<file path="config.mk">
export PLATFORM = sky130hd
export DESIGN_NAME = swec_cell
export DESIGN_NICKNAME = d
export VERILOG_FILES = /design/src/hw/rtl/swec_pkg.sv /design/src/hw/rtl/swec_cell.sv
export SDC_FILE = /design/constraint.sdc
export NUM_CORES = 1
export LEC_CHECK = 0
export BUFFER_PORTS_ARGS = -buffer_cell sky130_fd_sc_hd__buf_2
export CAP_MARGIN = 0
export CORE_MARGIN = 3
export CORE_UTILIZATION = 30
export DETAILED_ROUTE_END_ITERATION = 10
export GPL_ROUTABILITY_DRIVEN = 0
export PLACE_DENSITY_LB_ADDON = 0.15
export SLEW_MARGIN = 20
export SYNTH_ARGS = -nofsm -noshare
export SYNTH_HDL_FRONTEND = slang
export SYNTH_SLANG_ARGS = --single-unit
</file>
<file path="constraint.sdc">
create_clock -name clk -period 3.3 [get_ports clk]
set_input_delay 0.495 -clock clk [delete_from_list [all_inputs] [get_ports clk]]
set_output_delay 0.495 -clock clk [all_outputs]
set_load 0.01 [all_outputs]
</file>
<file path="src/hw/rtl/swec_pkg.sv">
// shared types, sizes and helpers for the sliding window extreme cascade
package swec_pkg;

  localparam int WINDOW_MAX = 64;
  localparam int DATA_WIDTH = 32;
  localparam int WS_W       = 7;
  localparam int IDX_W      = $clog2(WINDOW_MAX);
  localparam int CNT_W      = $clog2(WINDOW_MAX + 1);
  localparam int GROUP_SIZE = 8;
  localparam int NUM_GROUPS = WINDOW_MAX / GROUP_SIZE;
  localparam int SUB_W      = $clog2(GROUP_SIZE);
  localparam int GRP_W      = IDX_W - SUB_W;
  localparam int PADDR_W    = 3;
  localparam int PDATA_W    = 32;

  typedef logic signed [DATA_WIDTH-1:0] sample_t;

  // configuration register indexes
  typedef enum logic [0:0] {
    REG_WINDOW_SIZE = 1'b0,
    REG_SELECT_MAX  = 1'b1
  } reg_idx_t;

  // slot pick request from the control to the pick stage
  typedef struct packed {
    logic             load;
    logic [IDX_W-1:0] idx;
  } pick_ctrl_t;

  function automatic logic more_extreme(input sample_t cand, input sample_t held,
                                        input logic sel_max);
    logic res;
    res = sel_max ? (cand > held) : (cand < held);
    return res;
  endfunction

endpackage

</file>
<file path="src/hw/rtl/swec_cell.sv">
// one slot of the suffix extreme row
module swec_cell (
  input  logic              clk,
  input  logic              en,
  input  logic              sel_max,
  input  swec_pkg::sample_t sample,
  input  swec_pkg::sample_t prev,
  output swec_pkg::sample_t value_r
);

  swec_pkg::sample_t value_nxt;

  // take the neighbour's value, lowered (or raised) by the new sample
  always_comb begin
    value_nxt = swec_pkg::more_extreme(sample, prev, sel_max) ? sample : prev;
  end

  always_ff @(posedge clk) begin
    if (en) begin
      value_r <= value_nxt;
    end
  end

endmodule

</file>
**After elaboration in Yosys (flattened, before gate mapping)**

Index checks and enable logic that the tools add are counted.

- Flip-flop bits (word level): 32
- Input port bits: 67
- Output and inout bits: 32
- Logic and storage cells: 5

- Magnitude comparators: 2
- Mux-type cells: 2

Operators with widths:

| kind | count |
|---|---|
| > comparator 32 bit | 1 |
| < comparator 32 bit | 1 |
| two-way mux 32 bit | 1 |
| two-way mux 1 bit | 1 |

**Depth between registers and ports, before layout**

Gate-level depths: netlist of the first run.

- Depth after elaboration: 3
- Gate-level depth with buffers: 10
- Mapped depth without buffers: 8

**Worst setup path after synthesis of the first run**

OpenSTA, ideal clock, no wires.

- Path kind: in2reg
- Start: in prev[31]
- End: reg value_r[10], data pin
- Setup time: 269 ps
- Data arrival time: 2,353 ps
- Data required time: 3,031 ps
- Slack: 678 ps
- Stages on the path: 9
- Path buffers: 1
- Path through: inv_1 > ha_1 > nand4_2 > nor4_4 > a31oi_1 > or4_4 > buf_6 > o21ai_1 > o211ai_1

- Word-level cells in the longest chain between the ends: 3
- Elaborated cells between the ends (all ways): 4
- Classes of those cells: order compare: 2; mux: 2

Ends and longest elaborated chain:

| item | RTL line | source |
|---|---|---|
| start: declaration | swec_cell.sv:7 | `input swec_pkg::sample_t prev,` |
| < comparator 32 bit or > comparator 32 bit (tied branches) | swec_pkg.sv:33 | `res = sel_max ? (cand > held) : (cand < held);` |
| two-way mux 1 bit * | swec_pkg.sv:33 |  |
| two-way mux 32 bit * | swec_cell.sv:15 | `value_nxt = swec_pkg::more_extreme(sample, prev, sel_max) ? sample : prev;` |
| net value_nxt[10] | swec_cell.sv:11 | `swec_pkg::sample_t value_nxt;` |
| end signal: assignment | swec_cell.sv:20 | `value_r <= value_nxt;` |
| end: declaration | swec_cell.sv:8 | `output swec_pkg::sample_t value_r` |

Mark *: on every way through the listed nets, which the timed path passes. The rest lies on a longest branch.
A chain may end at the register's enable or synchronous reset.

**Worst setup path in the final report of the first run**

- Start: in prev[15]
- End: reg value_r[0], data pin

Same word-level chain as after synthesis.

==> results of run 1 <==
==> where the power goes <==
part	total, mW	switching [mW]	internal (mW)
clock	0.310	0.163	0.147
combinational	0.463	0.276	0.187
sequential	0.540	0.0146	0.525
==> final cells by class <==
cell class              instances  area (um2)
well taps                     126         158
inverters                      33         124
multi-input cells             219        1650
repair buffers                110         593
fillers                       949        5420
clock inverters                 1        3.75
clock buffers                   7        76.3
flip-flops and latches         32         961
==> synth_stat cells (all sizes together) (3+ instances only) <==
| cell type | instances | area (um2) |
|---|---|---|
| o21ai | 33 | 165 |
| o211ai | 34 | 255 |
| a21oi | 12 | 60.1 |
| ha | 32 | 400 |
| o2111ai | 32 | 280 |
| nor4 | 3 | 46.3 |
| clkbuf | 17 | 65.1 |
| nand4 | 5 | 37.5 |
| nand3 | 36 | 180 |
| edfxtp | 32 | 961 |
| nand2 | 9 | 33.8 |
| nor2 | 5 | 18.8 |
| buf | 13 | 82.6 |
| inv | 33 | 124 |
==> worst max path at each step <==
stage | start | endpoint | slack (ns) | cells past startpoint
2_1_floorplan | prev[31] | value_r[10]$_DFFE_PP_ | 0.68 | 9
3_3_place_gp | prev[14] | value_r[31]$_DFFE_PP_ | 0.15 | 9
3_5_place_dp | prev[15] | value_r[31]$_DFFE_PP_ | 0.08 | 9
4_1_cts | prev[15] | value_r[31]$_DFFE_PP_ | 0.39 | 9
5_1_grt | prev[31] | value_r[30]$_DFFE_PP_ | 0.24 | 9
6_report | prev[15] | value_r[0]$_DFFE_PP_ | 0.39 | 9
==> tightest hold or removal path, delay by kind of cell <==
kind / cells / cell delay [ns]
AND/OR/NAND/NOR: 1 / 0.06
buffers and inverters: 1 / 0.10
AO/OA/AOI/OAI: 1 / 0.08
==> metrics by stage <==
stage | cell area (um2) | total power [mW] | worst slack (ns) | hold slack [ns]
floorplan | 2850 | 0.828 | 0.678 | 0.607
global placement | 3480 | 1.01 | 0.153 | 0.852
detailed placement | 3480 | 1.02 | 0.0832 | 0.859
CTS | 3560 | 1.33 | 0.389 | 0.551
global route | 3560 | 1.40 | 0.236 | 0.573
finish | 3560 | 1.31 | 0.389 | 0.558
==> cell usage in the layout (no fill, tap or decap) <==
cell type  instances
buf_2             98
nor3_1             1
inv_1             33
ha_1              32
nand2_1            9
or2_2              1
clkinv_1           1
o31a_1             1
a21oi_1           12
o311a_2            1
nor4_4             2
or2_1              1
nor4_2             1
o221ai_1           1
nand4_2            1
buf_12             1
o21ai_0            3
clkbuf_8           5
nor2b_1            1
a21o_1             2
edfxtp_1          32
buf_4             11
clkbuf_1           2
o2111ai_1         32
nor2_1             5
o21ai_1           30
o2bb2ai_1          1
or4_4              1
a31oi_1            1
nand4_1            4
o211ai_1          34
nand2b_1           1
o311ai_4           1
o21a_1             2
a21boi_1           1
o211a_2            1
nand3_1           36
==> metal layers <==
| layer | vias to the layer above | routed length [um] |
|---|---|---|
| met1 | 1394 | 4170 |
| met4 | 2 | 59 |
| li1 | 1416 | - |
| met3 | 7 | 658 |
| met5 | - | 13 |
| met2 | 91 | 4290 |
==> cells by family after synthesis <==
family,Yosys count,synth area share (%)
adder cells (fa/ha/maj),32,14.0
flip-flops,32,33.7
AND/OR/NAND/NOR,64,12.6
AO/OA/AOI/OAI,123,30.2
buffers and inverters,63,9.53
==> qor.csv, run 1 <==
stage,metric,value,unit
pwr,power_density,369,nW/um2
worst_setup_path,critical_path_required,3.32,ns
drt,viasPerCell,5.51,
floorplan,core,8980,um2
clocking,cts_sinks,32,
global_route,first_global_vias,2825,
finish,nets,500,
finish,largest_reg_flops,32,
clocking,clk_pin_slew,0.08,ns
finish,syn2layout_area_growth,24.9,%
flow_run,maxCapViolCount,0,
timing,setup_viol,0,
worst_setup_path,crit_fanout,32,
worst_setup_path,cp_slowest_stage_delay,0.76,ns
worst_hold_path,worstHoldStart,prev[13],
timing,slew_violations,0,
finish,reg_top3,value_r x32,
finish,final_cells,528,
clocking,cts.root.buffer_cell,clkbuf_8,
global_route,grt-busiest-layer,met2,
finish,fin_util,39.7,%
clocking,cts_tree,built,
placed_design,portBuffers,98,
worst_setup_path,cp_top_family,simple AND/OR/NAND/NOR gates,
drt,drc,0,
clocking,post_cts_resized,0,
worst_setup_path,cp_cell_sequence,buf_2 -> inv_1 -> ha_1 -> nand4_1 -> nor4_2 -> a31oi_1 -> or4_4 -> o21ai_0 -> o211ai_1,
placed_design,placed_cells,520,
drt,routed_wl,9190,um
global_route,overflow,0,
worst_setup_path,critPathBufInv,2,
clocking,cts_buffer_depth,2,
drt,routedWlPerCell,17.4,um
global_route,antenna_found_initial,1,
floorplan,dieArea,10700,um2
timing,timing.fmax,343,MHz
floorplan,floorplan.initialDensity,31.8,%
worst_setup_path,endpoint_kind,flop,
pwr,ir_worst_vdd,0.121,mV
pwr,power.leakage,1.51,nW
placed_design,hpwl,6480,um
yosys,postSynthAreaPerCell,9.08,um2
yosys,synth.net_count,413,
timing,tightest_slew,0.812,ns
clocking,hold_buffers,0,
timing,min_period_over_period,88.2,%
finish,layout-drive-gt1-share,30.8,%
timing,post-route-min-period,2.91,ns
worst_setup_path,cp-start-kind,input pin,
global_route,grt_use_total,17.4,%
yosys,synth_area,2850,um2
drt,postRouteAntennaNets,0,
yosys,synth_edf_count,32,
yosys,yosysSeqAreaShare,33.7,%
worst_setup_path,cpMaxStageDelayCell,or4_4,
timing,hold_violations,0,
yosys,synth-main-ff-cell,edfxtp_1,
timing,timing.setup.tns,0,ns
worst_setup_path,cp.arrival,2.94,ns
worst_hold_path,hold_class,in2reg,
timing,rsz0062_at_grt,false,
yosys,syn_inst,314,
drt,drt_pass1_iterations,4,
status,status,"complete, no violations",
drt,via_count,2910,
worst_setup_path,setup.worst_path.class,in2reg,
floorplan,num_rows,34,
finish,top_register,value_r,
yosys,synth_seq_cells,32,
clocking,cts_buffers,5,
timing,relSlewSlack,45.9,%
global_route,met1_usage,22.9,%
global_route,grt_max_degree,34,
floorplan,num_io_pins,99,
finish,num_antenna_cells,0,
clocking,post_cts_buffers,0,
global_route,grt_pass1_wl,14600,um
yosys,ys_warn_count,0,
floorplan,fp.dieH,103,um
yosys,yosys.cell_types.count,36,
global_route,grt.met2_usage,29.2,%
global_route,grtUsageMet3,4.36,%
yosys,synthArstFlopShare,0,%
worst_hold_path,min_to,value_r[13]$_DFFE_PP_,
drt,drt_iter0_markers,147,
floorplan,die_w,103,um
worst_hold_path,whs_path_depth,3,
clocking,htreeDepth,2,
Note: power is estimated with default switching activity, not from simulation.
==> inputs of run 2 (changes only) <==
--- a/config.mk
+++ b/config.mk
@@ -11,7 +11,7 @@
 export CORE_UTILIZATION = 30
 export DETAILED_ROUTE_END_ITERATION = 10
 export GPL_ROUTABILITY_DRIVEN = 0
-export PLACE_DENSITY_LB_ADDON = 0.15
+export PLACE_DENSITY = 0.58
 export SLEW_MARGIN = 20
 export SYNTH_ARGS = -nofsm -noshare
 export SYNTH_HDL_FRONTEND = slang
==> run 2 against run 1 <==
  * Sequential cell count unchanged
  * Total power shrank 0.66%
  * Count of clock-buffer cells in the layout unchanged
  * Largest cell class unchanged
  * Final area decreased by 0.77%
  * Clock power is essentially flat
  * Critical path type unchanged
  * Sequential power barely moved
==> qor.csv, run 2 (same netlist as run 1, synthesis figures left out) <==
stage,metric,value,unit,change
status,status,"complete, no violations",,
finish,syn2layout_area_growth,24.0,%,
finish,top_register,value_r,,
drt,viasPerCell,5.46,,-1.0%
finish,nets,498,,-0.40%
drt,postRouteAntennaNets,0,,unchanged
worst_setup_path,endpoint_kind,flop,,
clocking,post_cts_resized,0,,unchanged
drt,routedWlPerCell,16.9,um,-2.8%
worst_setup_path,cp-start-kind,input pin,,
global_route,grt_max_degree,36,,+5.9%
clocking,post_cts_buffers,0,,unchanged
clocking,clk_pin_slew,0.07,ns,about the same
placed_design,hpwl,6320,um,-2.6%
clocking,hold_buffers,0,,unchanged
pwr,ir_worst_vdd,0.128,mV,+5.2%
floorplan,dieArea,10700,um2,unchanged
pwr,comb_power_share,35.0,%,-0.3 points
pwr,power.leakage,1.49,nW,-1.1%
timing,timing.setup.tns,0,ns,unchanged
global_route,antenna_found_initial,0,,-1
finish,num_antenna_cells,0,,unchanged
pwr,p_clk_share,23.6,%,about the same
floorplan,die_w,103,um,unchanged
pwr,p_sw,448,uW,-1.2%
timing,post-route-min-period,2.80,ns,-0.116 ns
finish,seqCellArea,961,um2,unchanged
finish,layout-drive-gt1-share,30.5,%,-0.35 points
finish,reg_top3,value_r x32,,
finish,multi_input_area,1650,um2,unchanged
global_route,overflow,0,,unchanged
floorplan,num_rows,34,,unchanged
clocking,cts_tree,built,,
clocking,cts.root.buffer_cell,clkbuf_8,,
clocking,cts_buffer_depth,2,,unchanged
clocking,cts_buffers,5,,unchanged
timing,rsz0062_at_grt,false,,
flow_run,maxCapViolCount,0,,unchanged
drt,drt_iter0_markers,169,,+15%
drt,routed_wl,8900,um,-3.2%
pwr,p_int,856,uW,-0.36%
clocking,htreeDepth,2,,unchanged
pwr,swShare,34.3,%,-0.20 points
timing,hold_violations,0,,unchanged
placed_design,portBuffers,98,,unchanged
finish,fin_util,39.4,%,-0.31 points
clocking,cts_sinks,32,,unchanged
drt,drt_pass1_iterations,5,,+1
timing,min_period_over_period,84.7,%,-3.5 points
global_route,grt_pass1_wl,14500,um,-0.43%
finish,fillers,930,,-2.0%
worst_hold_path,hold_class,in2reg,,
floorplan,floorplan.initialDensity,31.8,%,unchanged
worst_setup_path,cp.arrival,2.82,ns,-0.12 ns
timing,tightest_slew,0.965,ns,+0.153 ns
worst_setup_path,setup.worst_path.class,in2reg,,
drt,drc,0,,unchanged
timing,setup_viol,0,,unchanged
timing,slew_violations,0,,unchanged
global_route,grt_use_total,17.2,%,-0.18 points
floorplan,fp.dieH,103,um,unchanged
finish,most-common-layout-cells,"buf_2 (98), nand3_1 (36), o211ai_1 (34), inv_1 (33)",,
worst_hold_path,min_to,value_r[20]$_DFFE_PP_,,
floorplan,num_io_pins,99,,unchanged
worst_hold_path,worstHoldStart,prev[20],,
global_route,first_global_vias,2825,,unchanged
pwr,seqPwrFrac,41.5,%,+0.4 points
worst_setup_path,crit_fanout,32,,unchanged
timing,timing.fmax,358,MHz,+4.1%
pwr,power_density,369,nW/um2,+0.11%
floorplan,core,8980,um2,unchanged
drt,via_count,2870,,-1.4%
finish,mostFrequentLayoutCell,buf_2,,
timing,relSlewSlack,35.5,%,-10 points
worst_hold_path,whs_path_depth,3,,unchanged
worst_setup_path,critical_path_required,3.33,ns,about the same
finish,largest_reg_flops,32,,unchanged
run 2: metal layers:
| metal | GRT usage, % | share of wire, % |
|---|---|---|
| met3 | 3.29 | 7.9 |
| met5 | 0 | 0 |
| met1 | 22.7 | 43 |
| met4 | 5.58 | 1.2 |
| met2 | 28.5 | 48 |
run 2: critical path: stages:
cell,delay (ns)
buf_2,0.10
inv_1,0.04
ha_1,0.30
nand4_1,0.16
nor4_2,0.41
a31oi_1,0.21
or4_4,0.74
o21ai_0,0.25
o211ai_1,0.10
run 2: power by group through the flow:
| stage | clock network, mW | logic (mW) | registers (mW) |
|---|---|---|---|
| 4_1_cts | 0.312 | 0.460 | 0.541 |
| 3_5_place_dp | 0 | 0.458 | 0.550 |
| 3_3_place_gp | 0 | 0.452 | 0.550 |
| 6_report | 0.307 | 0.456 | 0.541 |
| 5_1_grt | 0.332 | 0.514 | 0.545 |
| 2_1_floorplan | 0 | 0.247 | 0.582 |
run 2: worst max-delay path by stage:
| stage | startpoint | endpoint | slack (ns) |
|---|---|---|---|
| detailed placement | prev[15] | value_r[31]$_DFFE_PP_ | 0.17 |
| global route | prev[13] | value_r[31]$_DFFE_PP_ | 0.27 |
| global placement | prev[31] | value_r[20]$_DFFE_PP_ | 0.22 |
| finish | prev[15] | value_r[31]$_DFFE_PP_ | 0.50 |
| floorplan | prev[31] | value_r[10]$_DFFE_PP_ | 0.68 |
| CTS | prev[15] | value_r[31]$_DFFE_PP_ | 0.47 |
run 2: area by class of cell:
| cell class | count | share of cell area [%] |
|---|---|---|
| multi-input combinational | 219 | 46.6 |
| sequential | 32 | 27.2 |
| inverter | 33 | 3.51 |
| tap | 126 | 4.46 |
| clock buffer | 7 | 2.16 |
| timing repair buffer | 108 | 16.0 |
| clock inverter | 1 | 0.106 |
run 2: metrics by stage:
stage          power [mW]  area [um2]  hold WS (ns)  worst slack [ns]  instances
2_1_floorplan       0.828        2850         0.607             0.678        314
5_1_grt              1.39        3530         0.570             0.274        526
3_5_place_dp         1.01        3450         0.859             0.165        518
4_1_cts              1.31        3530         0.552             0.472        526
6_report             1.30        3530         0.565             0.504        526
3_3_place_gp         1.00        3450         0.852             0.217        518
==> inputs of run 3 (changes only) <==
==> constraint.sdc (replaced) <==
create_clock -name clk -period 2.9 [get_ports clk]
set_input_delay 0.435 -clock clk [delete_from_list [all_inputs] [get_ports clk]]
set_output_delay 0.435 -clock clk [all_outputs]
set_load 0.01 [all_outputs]
==> run 3 against run 2 <==
  * Sequential share of layout area down 0.51 points
  * Die area unchanged
  * Non-clock buffer count up 7
  * Via count grew 1.1%
  * Clock power is 14% higher
  * Count of clock-buffer cells in the layout down 2
  * Sequential cell count stayed put
  * Critical endpoint unchanged
  * Global-route usage hardly changed
  * Core utilization grew 0.75 points
  * Worst setup slack got worse by 0.24 ns
  * Largest cell class unchanged
  * Final cell count up 1.3%
==> qor.csv, run 3 (same netlist as run 1, synthesis figures left out) <==
stage,metric,value,unit,change
global_route,grt_max_degree,36,,unchanged
global_route,grt_pass1_wl,14500,um,+0.19%
floorplan,dieArea,10700,um2,unchanged
floorplan,floorplan.initialDensity,31.8,%,unchanged
pwr,ir_worst_vdd,0.170,mV,+33%
worst_setup_path,cp_top_family,simple AND/OR/NAND/NOR gates,,
worst_setup_path,endpoint_kind,flop,,
placed_design,hpwl,6610,um,+4.7%
pwr,power_density,417,nW/um2,+13%
finish,fin_util,40.1,%,+0.75 points
finish,syn2layout_area_growth,26.3,%,
clocking,cts.root.buffer_cell,clkbuf_8,,
pwr,power.leakage,1.53,nW,+2.8%
timing,setup_viol,0,,unchanged
worst_setup_path,cp_slowest_stage_delay,0.72,ns,-0.02 ns
clocking,htreeDepth,2,,unchanged
global_route,first_global_vias,2956,,+4.6%
finish,final_area,3600,um2,+1.9%
timing,min_period_over_period,90.8,%,
worst_setup_path,crit_fanout,32,,unchanged
clocking,clk_pin_slew,0.08,ns,about the same
worst_setup_path,cpMaxStageDelayCell,or4_4,,
finish,most-common-layout-cells,"buf_2 (98), nand3_1 (36), o211ai_1 (34), inv_1 (33)",,
worst_setup_path,cp-start-kind,input pin,,
timing,hold_violations,0,,unchanged
finish,seqCellArea,961,um2,unchanged
drt,routedWlPerCell,16.9,um,about the same
floorplan,core,8980,um2,unchanged
floorplan,fp.dieH,103,um,unchanged
worst_setup_path,setup.worst_path.class,in2reg,,
floorplan,num_io_pins,99,,unchanged
flow_run,maxCapViolCount,0,,unchanged
timing,timing.setup.tns,0,ns,unchanged
finish,mostFrequentLayoutCell,buf_2,,
floorplan,die_w,103,um,unchanged
finish,reg_top3,value_r x32,,
floorplan,num_rows,34,,unchanged
clocking,post_cts_resized,0,,unchanged
worst_setup_path,cp.arrival,2.66,ns,-0.16 ns
finish,nets,505,,+1.4%
finish,largest_reg_flops,32,,unchanged
drt,drt_pass1_iterations,5,,unchanged
placed_design,place_ws,-0.0385,ns,-0.204 ns
finish,fillers,933,,+0.32%
worst_setup_path,cp_cell_sequence,buf_2 -> inv_1 -> ha_1 -> nand4_1 -> nor4_2 -> a31oi_1 -> or4_4 -> o21ai_0 -> o211ai_1,,
finish,num_antenna_cells,0,,unchanged
global_route,antenna_found_initial,0,,unchanged
timing,tightest_slew,0.810,ns,-0.155 ns
drt,drt_iter0_markers,197,,+17%
global_route,grt_use_total,17.3,%,+0.021 points
drt,postRouteAntennaNets,0,,unchanged
drt,viasPerCell,5.45,,-0.18%
finish,layout-drive-gt1-share,32.2,%,+1.7 points
timing,rsz0062_at_grt,false,,
worst_setup_path,critical_path_required,2.93,ns,-0.40 ns
placed_design,portBuffers,98,,unchanged
global_route,overflow,0,,unchanged
worst_setup_path,critPathBufInv,2,,unchanged
status,status,"complete, no violations",,
clocking,cts_sinks,32,,unchanged
finish,top_register,value_r,,
finish,multi_input_area,1650,um2,unchanged
worst_hold_path,hold_class,in2reg,,
clocking,hold_buffers,0,,unchanged
timing,slew_violations,0,,unchanged
timing,setup_ws,0.268,ns,-0.237 ns
clocking,cts_buffers,5,,unchanged
timing,post-route-min-period,2.63,ns,
drt,routed_wl,9020,um,+1.4%
drt,via_count,2903,,+1.1%
clocking,cts_tree,built,,
drt,drc,0,,unchanged
clocking,post_cts_buffers,0,,unchanged
timing,relSlewSlack,46.0,%,+10 points
timing,timing.fmax,380,MHz,
clocking,cts_buffer_depth,2,,unchanged
placed_design,dpl-instance-area,3520,um2,+1.9%
==> run 3: changes by cell type in the layout (fill, tap and decap cells not counted) <==
cell	before	now
buf_12	0	1
buf_4	10	16
clkbuf_1	2	0
clkinv_2	0	2
==> run 3: cell type report <==
cell class | count | area share (%)
inverters | 33 | 3.44
repair buffers | 115 | 17.5
flip-flops and latches | 32 | 26.7
clock buffers | 5 | 1.91
well taps | 126 | 4.38
clock inverters | 3 | 0.382
multi-input cells | 219 | 45.7
==> run 3: worst paths after layout <==
kind	from	to	slack [ns]	depth (start not counted)
hold / removal	prev[14]	value_r[14]$_DFFE_PP_	0.50	3
setup / recovery	prev[13]	value_r[31]$_DFFE_PP_	0.27	9
==> run 3: routing by layer <==
| metal | track usage, % | routed length, um |
|---|---|---|
| met5 | 0 | 0 |
| met4 | 6.47 | 166 |
| met3 | 2.95 | 596 |
| met2 | 28.5 | 4330 |
| met1 | 22.5 | 3920 |
==> run 3: power breakdown <==
part / leakage, nW / total, mW / switching (mW) / internal, mW
registers: 0.312 / 0.614 / 0.0169 / 0.598
clock network: 0.0453 / 0.350 / 0.187 / 0.163
logic: 1.18 / 0.536 / 0.316 / 0.221
==> run 3: per-stage QoR <==
stage,hold WS [ns],power [mW],cells
global route,0.503,1.59,533
floorplan,0.547,0.943,314
global placement,0.790,1.15,525
CTS,0.496,1.51,533
finish,0.504,1.50,533
detailed placement,0.795,1.16,525
